## src/dalp_pkg.sv

```systemverilog
// shared constants and types for the decimating a-law audio packer
package dalp_pkg;

    localparam int MAX_PACKET_LENGTH_DEF = 4096;

    localparam int SAMPLE_W   = 16;
    localparam int ALAW_W     = 8;
    localparam int PKT_LEN_W  = 13;
    localparam int DEC_W      = 4;
    localparam int CFG_IDX_W  = 2;
    localparam int CFG_DATA_W = 13;
    localparam int MAG_W      = 15;
    localparam int SEG_W      = 3;
    localparam int MANT_W     = 4;

    localparam logic [PKT_LEN_W-1:0] PKT_LEN_RESET = 13'd512;
    localparam logic [DEC_W-1:0]     DEC_RESET     = 4'd6;
    localparam logic [MAG_W-1:0]     ALAW_CLIP     = 15'd32635;
    localparam logic [ALAW_W-1:0]    ALAW_XOR      = 8'hD5;

    typedef logic signed [SAMPLE_W-1:0] sample_t;

    typedef enum logic [CFG_IDX_W-1:0] {
        CFG_PACKET_LENGTH     = 2'd0,
        CFG_DECIMATION_FACTOR = 2'd1
    } cfg_index_t;

endpackage

```

## src/dalp_alaw_enc.sv

```systemverilog
// stereo to mono mix and g.711 a-law encoder
module dalp_alaw_enc (
    input  dalp_pkg::sample_t             left_pcm,
    input  dalp_pkg::sample_t             right_pcm,
    output logic [dalp_pkg::ALAW_W-1:0]   alaw_byte
);
    import dalp_pkg::*;

    logic signed [SAMPLE_W:0] sum;
    logic signed [SAMPLE_W:0] sum_adj;
    logic [SAMPLE_W-1:0]      mono;
    logic                     neg;
    logic [SAMPLE_W:0]        mag_wide;
    logic [SAMPLE_W-1:0]      mag;
    logic [MAG_W-1:0]         mag_clip;
    logic [SEG_W-1:0]         seg;
    logic [3:0]               shift;
    logic [MANT_W-1:0]        mant;

    // odd negative sums are nudged up so the halving truncates toward zero
    assign sum     = {left_pcm[SAMPLE_W-1], left_pcm}
                   + {right_pcm[SAMPLE_W-1], right_pcm};
    assign sum_adj = sum + {{SAMPLE_W{1'b0}}, sum[SAMPLE_W] & sum[0]};
    assign mono    = sum_adj[SAMPLE_W:1];

    assign neg      = mono[SAMPLE_W-1];
    assign mag_wide = neg ? ((SAMPLE_W+1)'(0) - {mono[SAMPLE_W-1], mono})
                          : {mono[SAMPLE_W-1], mono};
    assign mag      = mag_wide[SAMPLE_W-1:0];
    assign mag_clip = (mag > {1'b0, ALAW_CLIP}) ? ALAW_CLIP : mag[MAG_W-1:0];

    // priority encoder over magnitude bits 14 down to 8
    always_comb begin
        if (mag_clip[14]) begin
            seg = 3'd7;
        end else if (mag_clip[13]) begin
            seg = 3'd6;
        end else if (mag_clip[12]) begin
            seg = 3'd5;
        end else if (mag_clip[11]) begin
            seg = 3'd4;
        end else if (mag_clip[10]) begin
            seg = 3'd3;
        end else if (mag_clip[9]) begin
            seg = 3'd2;
        end else if (mag_clip[8]) begin
            seg = 3'd1;
        end else begin
            seg = 3'd0;
        end
    end

    assign shift     = (seg == 3'd0) ? 4'd4 : ({1'b0, seg} + 4'd3);
    assign mant      = MANT_W'(mag_clip >> shift);
    assign alaw_byte = {neg, seg, mant} ^ ALAW_XOR;

endmodule

```

## src/decimating_alaw_audio_packer.sv

```systemverilog
// top level of the decimating a-law audio packer
//
// Usage:
//   s_ channel takes one stereo pair of signed 16-bit samples per beat
//   (s_left_pcm, s_right_pcm). One pair in every decimation_factor is
//   kept, starting with the first pair after reset; the rest are dropped
//   and give no output beat. A kept pair is mixed to mono, encoded to a
//   g.711 a-law byte and sent on the m_ channel (m_alaw_byte), with
//   m_last_in_packet high on the byte that closes a packet of packet_length
//   bytes. Registers are written through cfg_wr_en / cfg_index / cfg_wdata
//   (index 0: packet_length, index 1: decimation_factor). The user must
//   write them only while idle; the block itself does not enforce this.
//   A kept pair passes the input register, then the result register,
//   before it is offered on the m_ channel.
//   Throughput: one pair per clock cycle while m_ready stays high, set by
//   the two register stages each passing a beat per cycle.
//   Reset (aresetn low, synchronous) empties both stages, restores the
//   register defaults (512, 6) and clears decimation phase and packet fill.
//   When m_ready is low the result holds, the input register fills, and
//   s_ready then drops until the receiver takes the waiting byte.
module decimating_alaw_audio_packer #(
    parameter int MAX_PACKET_LENGTH = dalp_pkg::MAX_PACKET_LENGTH_DEF
) (
    input  logic                                aclk,
    input  logic                                aresetn,
    input  logic                                cfg_wr_en,
    input  logic [dalp_pkg::CFG_IDX_W-1:0]      cfg_index,
    input  logic [dalp_pkg::CFG_DATA_W-1:0]     cfg_wdata,
    input  logic                                s_valid,
    output logic                                s_ready,
    input  dalp_pkg::sample_t                   s_left_pcm,
    input  dalp_pkg::sample_t                   s_right_pcm,
    output logic                                m_valid,
    input  logic                                m_ready,
    output logic [dalp_pkg::ALAW_W-1:0]         m_alaw_byte,
    output logic                                m_last_in_packet
);
    import dalp_pkg::*;

    localparam int LEN_W  = $clog2(MAX_PACKET_LENGTH + 1);
    localparam int FILL_W = (MAX_PACKET_LENGTH > 1) ? $clog2(MAX_PACKET_LENGTH) : 1;
    localparam int CMP_W  = ((LEN_W > PKT_LEN_W) ? LEN_W : PKT_LEN_W) + 1;

    logic [PKT_LEN_W-1:0] pkt_len_reg;
    logic [DEC_W-1:0]     dec_factor_reg;
    logic [DEC_W-1:0]     phase_reg;
    logic [DEC_W-1:0]     phase_next;
    logic [FILL_W-1:0]    fill_reg;
    logic [FILL_W-1:0]    fill_next;

    logic                 in_valid_reg;
    logic                 in_last_reg;
    sample_t              left_reg;
    sample_t              right_reg;

    logic                 out_valid_reg;
    logic                 out_last_reg;
    logic [ALAW_W-1:0]    out_byte_reg;
    logic [ALAW_W-1:0]    enc_byte;

    logic                 s_fire;
    logic                 keep;
    logic                 advance;
    logic [DEC_W:0]       phase_inc;
    logic [CMP_W-1:0]     len_eff;
    logic [CMP_W-1:0]     fill_inc;
    logic                 last_flag;

    assign advance = in_valid_reg && (!out_valid_reg || m_ready);
    assign s_ready = !in_valid_reg || advance;
    assign s_fire  = s_valid && s_ready;
    assign keep    = (phase_reg == '0);

    // phase wraps as soon as phase + 1 reaches or passes the factor
    assign phase_inc  = {1'b0, phase_reg} + (DEC_W+1)'(1);
    assign phase_next = (phase_inc >= {1'b0, dec_factor_reg}) ? '0 : phase_inc[DEC_W-1:0];

    // zero length acts as one, oversize length saturates
    always_comb begin
        len_eff = CMP_W'(pkt_len_reg);
        if (pkt_len_reg == '0) begin
            len_eff = CMP_W'(1);
        end else if (len_eff > CMP_W'(MAX_PACKET_LENGTH)) begin
            len_eff = CMP_W'(MAX_PACKET_LENGTH);
        end
    end

    assign fill_inc  = CMP_W'(fill_reg) + CMP_W'(1);
    assign last_flag = (fill_inc >= len_eff);
    assign fill_next = last_flag ? '0 : FILL_W'(fill_inc);

    always_ff @(posedge aclk) begin
        if (!aresetn) begin
            pkt_len_reg    <= PKT_LEN_RESET;
            dec_factor_reg <= DEC_RESET;
        end else if (cfg_wr_en) begin
            case (cfg_index)
                CFG_PACKET_LENGTH:     pkt_len_reg    <= cfg_wdata[PKT_LEN_W-1:0];
                CFG_DECIMATION_FACTOR: dec_factor_reg <= cfg_wdata[DEC_W-1:0];
                default: begin
                end
            endcase
        end
    end

    always_ff @(posedge aclk) begin
        if (!aresetn) begin
            phase_reg    <= '0;
            fill_reg     <= '0;
            in_valid_reg <= 1'b0;
        end else begin
            if (s_fire) begin
                phase_reg <= phase_next;
                if (keep) begin
                    fill_reg <= fill_next;
                end
                in_valid_reg <= keep;
            end else if (advance) begin
                in_valid_reg <= 1'b0;
            end
        end
    end

    always_ff @(posedge aclk) begin
        if (s_fire && keep) begin
            left_reg    <= s_left_pcm;
            right_reg   <= s_right_pcm;
            in_last_reg <= last_flag;
        end
    end

    dalp_alaw_enc u_enc (
        .left_pcm  (left_reg),
        .right_pcm (right_reg),
        .alaw_byte (enc_byte)
    );

    always_ff @(posedge aclk) begin
        if (!aresetn) begin
            out_valid_reg <= 1'b0;
        end else if (advance) begin
            out_valid_reg <= 1'b1;
        end else if (m_ready) begin
            out_valid_reg <= 1'b0;
        end
    end

    always_ff @(posedge aclk) begin
        if (advance) begin
            out_byte_reg <= enc_byte;
            out_last_reg <= in_last_reg;
        end
    end

    assign m_valid          = out_valid_reg;
    assign m_alaw_byte      = out_byte_reg;
    assign m_last_in_packet = out_last_reg;

`ifndef NO_ASSERTIONS
    // a dropped pair never loads the input register
    a_drop_empty : assert property (@(posedge aclk) disable iff (!aresetn)
        (s_fire && !keep) |=> !in_valid_reg)
        else $error("dropped pair reached the input register");

    // packet fill stays below the largest packet
    a_fill_range : assert property (@(posedge aclk) disable iff (!aresetn)
        CMP_W'(fill_reg) < CMP_W'(MAX_PACKET_LENGTH))
        else $error("packet fill out of range");

    // phase never reaches the largest encodable factor
    a_phase_range : assert property (@(posedge aclk) disable iff (!aresetn)
        phase_reg != '1)
        else $error("decimation phase out of range");

    // a waiting input beat moves on once the result register frees
    a_advance : assert property (@(posedge aclk) disable iff (!aresetn)
        (in_valid_reg && !out_valid_reg) |=> out_valid_reg)
        else $error("input beat did not move to the result register");
`endif

endmodule
```

## config.mk

```make
export PLATFORM = sky130hd
export DESIGN_NAME = decimating_alaw_audio_packer
export DESIGN_NICKNAME = d
export VERILOG_FILES = /design/src/dalp_pkg.sv /design/src/dalp_alaw_enc.sv /design/src/decimating_alaw_audio_packer.sv
export SDC_FILE = /design/constraint.sdc
export NUM_CORES = 1
export LEC_CHECK = 0
export BUFFER_PORTS_ARGS = -buffer_cell sky130_fd_sc_hd__buf_2
export CELL_PAD_IN_SITES_DETAIL_PLACEMENT = 1
export CELL_PAD_IN_SITES_GLOBAL_PLACEMENT = 2
export CORE_ASPECT_RATIO = 1.1
export CORE_MARGIN = 2
export CORE_UTILIZATION = 40
export CTS_CLUSTER_DIAMETER = 80
export DETAILED_ROUTE_END_ITERATION = 8
export HOLD_SLACK_MARGIN = 0.1
export PLACE_DENSITY = 0.93
export REMOVE_ABC_BUFFERS = 1
export SYNTH_ARGS = -nofsm -noshare
export SYNTH_HDL_FRONTEND = slang
export SYNTH_HIERARCHICAL = 1
export SYNTH_SLANG_ARGS = --single-unit
```

## constraint.sdc

```tcl
create_clock -name aclk -period 7.74 [get_ports aclk]
set_input_delay 1.548 -clock aclk [delete_from_list [all_inputs] [get_ports aclk]]
set_output_delay 1.548 -clock aclk [all_outputs]
set_load 0.05 [all_outputs]
```

==> results list <==
- For the final database, setup skew stands at 0.00502 ns.
* Cell count after synthesis: 725
- Chip Width: 123 µm
- Core region area: 0.0151 mm²
- The biggest area contributor in the post-synthesis netlist is sky130_fd_sc_hd__edfxtp_1.
- DIE HEIGHT: 135 µm
* Drt via density: 5.77
* Placer Congestion: 0.873
- Static leakage: 0.00267 µW
* Leading cell types in the layout, fill and taps excluded: sky130_fd_sc_hd__nand2_1, sky130_fd_sc_hd__buf_2, sky130_fd_sc_hd__a21oi_1
- CTS sink cnt: 77
- Hold violation count in the final report: 0
- Maximum fanout count along the critical path: 14
* Max-cap violations: 0
- After synthesis, the largest area contributor takes up 20.3% of total cell area.
* Total die area: 0.0166 mm²
- Number of H-tree levels: 3
- First-pass iteration count of the detailed router: 4
- Final routed wirelength across all metal layers: 16,800 µm
* Run status: complete, no violations
- Compared with the post-synthesis result, the final layout area differs by 11.5%.
- For the pin with the worst max-slew slack, the measured transition is 1.07 ns.
* Placed cell areas: 0.00665 mm²
- Setup repair after global routing missed its margin: false
- Overall track demand over capacity in global routing: 21.2%
- Fill cells in the final layout number 1,805.
- Post-route DRC: 0
* Number of buffers inserted by port buffering: 62
* Pins over their slew limit: 0
- After layout, the worst path uses 81.2% of the clock period.
- The cell sitting at the root of the clock tree is a sky130_fd_sc_hd__clkbuf_16.
* Antenna diode count: 0
* Largest net degree at the start of global routing: 33
- For this run, the top clock speed supported by timing is 159 MHz.
* Global-route wire length before repair: 28,100 µm
- The number of different library cells used by synthesis comes to 97.
- By area the synthesized netlist is led by sky130_fd_sc_hd__edfxtp_1, sky130_fd_sc_hd__dfxtp_1, sky130_fd_sc_hd__ha_1.
- For flop-to-flop paths, the worst setup slack is 1.45 ns.
- Final count of negative-setup-slack endpoints: 0
- Launching element type of the critical path: register
- Half-perimeter wire length of the detailed placement result: 13,000 µm
- CTS-repair resized insts: 0
- TritonCTS built the clock tree.
- Buffers inserted to repair hold after CTS numbered 0.
- For the worst-skew pair, the clock arrives at the later sink with an insertion delay of 0.35 ns.
- Critical path class: reg2reg
- The worst-case IR drop observed on VDD is 0.000123 V.
- Clock transition at the registers of the reported paths: 0.06 ns
- Synthesis warning total: 6
- Gr ovfl total: 0
- Count of nets left with antenna violations after detail routing: 0
- Clock Tree Buf Depth: 2
* Seq/Total Area, Yosys: 31.6%
- Async SR Flop Fraction: 0%
- Data required time at the worst endpoint: 7.84 ns
- The net count of the finished layout is 862.
- Dividing total power by cell area gives a power density of 232 mW/mm².
- Dividing the detail-routed wire length by the instance count gives 17.2 µm.
- TritonCTS buffer count: 9
- In this run the tightest slew margin relative to its limit is 28.9%.
* Postcts setup bufs: 0
* Fraction of final layout cells sized beyond drive strength 1: 16.4%
- Mean instance size in the synthesized netlist: 8.57 µm²
* Endpoint kind of the worst setup timing path: register
- Tmin final: 6.29 ns
- For this design the top-level I/O count stands at 63.
- The path class of the tightest hold or removal check is reg2reg.
- In this run, synthesis inferred 42 flip-flops with an integrated enable.
* Initial antenna violation count: 0
- Number of placement rows: 47
* Starting density of the core: 41.1%
- Most common cell after layout, fill and taps aside: sky130_fd_sc_hd__nand2_1
- Counting flops and latches in the post-synthesis netlist gives 77.
- Critical Path AT: 6.39 ns
* Summed area of non-filler cells in the final layout: 0.00693 mm²
- Number of global-route vias before repair: 5,771
- Post-synthesis instance area: 0.00621 mm²
- Most common flop cell mapped by yosys: sky130_fd_sc_hd__edfxtp_1
* DRC marker count from the first detailed-route iteration: 281
* Final sum of negative setup slack: 0 ns
- The detailed router placed 5,611 vias in this run.
power by group:
part / internal [µW] / leakage [µW] / switching [µW]
clock: 222 / 0.000139 / 193
combinational: 249 / 0.00185 / 464
sequential: 470 / 0.000683 / 12.0
worst paths after layout:
path                          from                    endpoint  cells after the start
max          left_reg[9]$_DFFE_PP_    m_alaw_byte[2]$_DFFE_PP_                     20
min          in_last_reg$_DFFE_PP_  m_last_in_packet$_DFFE_PP_                      0
max reg2reg  left_reg[9]$_DFFE_PP_    m_alaw_byte[2]$_DFFE_PP_                     20
min reg2reg  in_last_reg$_DFFE_PP_  m_last_in_packet$_DFFE_PP_                      0
area by class of cell:
class | count | area [µm²] | share of cell area, %
clock inverters | 7 | 53.8 | 0.776
repair buffers | 65 | 333 | 4.80
multi-input cells | 588 | 4000 | 57.7
clock buffers | 9 | 225 | 3.25
well taps | 196 | 245 | 3.54
flip-flops and latches | 77 | 1960 | 28.3
inverters | 30 | 113 | 1.62
metrics by stage:
stage / cells / setup slack, ns / hold slack [ns] / power (µW) / util, %
final: 972 / 1.45 / 0.421 / 1610 / 45.9
after global routing: 972 / 0.937 / 0.428 / 1710 / 45.9
after global placement: 956 / 1.76 / 0.411 / 1170 / 44.0
after detailed placement: 956 / 1.55 / 0.409 / 1200 / 44.0
after floorplan: 695 / 2.25 / 0.400 / 1020 / -
after CTS: 972 / 1.52 / 0.421 / 1620 / 45.9
critical path, stage by stage (launching register included):
cell                        delay [ns]
sky130_fd_sc_hd__edfxtp_1         0.38
sky130_fd_sc_hd__ha_1             0.46
sky130_fd_sc_hd__a21o_1           0.28
sky130_fd_sc_hd__a31oi_1          0.18
sky130_fd_sc_hd__o221ai_1         0.23
sky130_fd_sc_hd__nor2_1           0.31
sky130_fd_sc_hd__and2_1           0.18
sky130_fd_sc_hd__ha_1             0.19
sky130_fd_sc_hd__nand3_1          0.22
sky130_fd_sc_hd__nor4_4           0.35
sky130_fd_sc_hd__nand3_2          0.17
sky130_fd_sc_hd__or4_4            0.61
sky130_fd_sc_hd__xnor2_2          0.46
sky130_fd_sc_hd__inv_2            0.23
sky130_fd_sc_hd__or3_4            0.45
sky130_fd_sc_hd__a2111oi_4        0.41
sky130_fd_sc_hd__o211ai_2         0.18
sky130_fd_sc_hd__a21oi_4          0.27
sky130_fd_sc_hd__mux2i_1          0.24
sky130_fd_sc_hd__and2_1           0.15
sky130_fd_sc_hd__o22ai_1          0.08
layer usage:
layer,wire (µm),vias up,global-route usage (%)
li1,-,2791,-
met3,415,17,3.04
met4,272,0,7.22
met2,8540,70,36.9
met5,0,-,0
met1,7530,2733,26.6
synthesized netlist by cell type, types with 3 or more instances:
library cell,number
sky130_fd_sc_hd__edfxtp_1,42
sky130_fd_sc_hd__o211ai_1,8
sky130_fd_sc_hd__a21oi_1,55
sky130_fd_sc_hd__inv_1,29
sky130_fd_sc_hd__xnor2_1,34
sky130_fd_sc_hd__ha_1,38
sky130_fd_sc_hd__a2111oi_0,3
sky130_fd_sc_hd__or4_1,4
sky130_fd_sc_hd__nor3_2,4
sky130_fd_sc_hd__or3_1,8
sky130_fd_sc_hd__and3_1,8
sky130_fd_sc_hd__o21ai_0,18
sky130_fd_sc_hd__dfxtp_1,35
sky130_fd_sc_hd__and2_1,14
sky130_fd_sc_hd__a211oi_1,7
sky130_fd_sc_hd__nor4_1,10
sky130_fd_sc_hd__o2bb2ai_1,5
sky130_fd_sc_hd__buf_2,10
sky130_fd_sc_hd__nand2b_1,11
sky130_fd_sc_hd__nor3_1,27
sky130_fd_sc_hd__nand3_1,27
sky130_fd_sc_hd__mux2i_1,8
sky130_fd_sc_hd__a21o_1,6
sky130_fd_sc_hd__o2111ai_1,3
sky130_fd_sc_hd__nand2_1,101
sky130_fd_sc_hd__nand4_1,13
sky130_fd_sc_hd__o21a_1,4
sky130_fd_sc_hd__nor2_1,40
sky130_fd_sc_hd__xor2_1,16
sky130_fd_sc_hd__and4_1,7
sky130_fd_sc_hd__a211o_1,7
sky130_fd_sc_hd__nor3b_1,3
sky130_fd_sc_hd__o22ai_1,3
sky130_fd_sc_hd__a31oi_1,10
sky130_fd_sc_hd__clkbuf_1,15
sky130_fd_sc_hd__o31ai_1,14
cell families after synthesis:
logic type	synth area share [%]
compound gates	20.7
xor+xnor	7.57
fa+ha+maj	7.97
buf+inv	4.09
flops	31.6
mux	1.47
simple gates	26.6
Note: power is estimated with default switching activity, not from simulation.
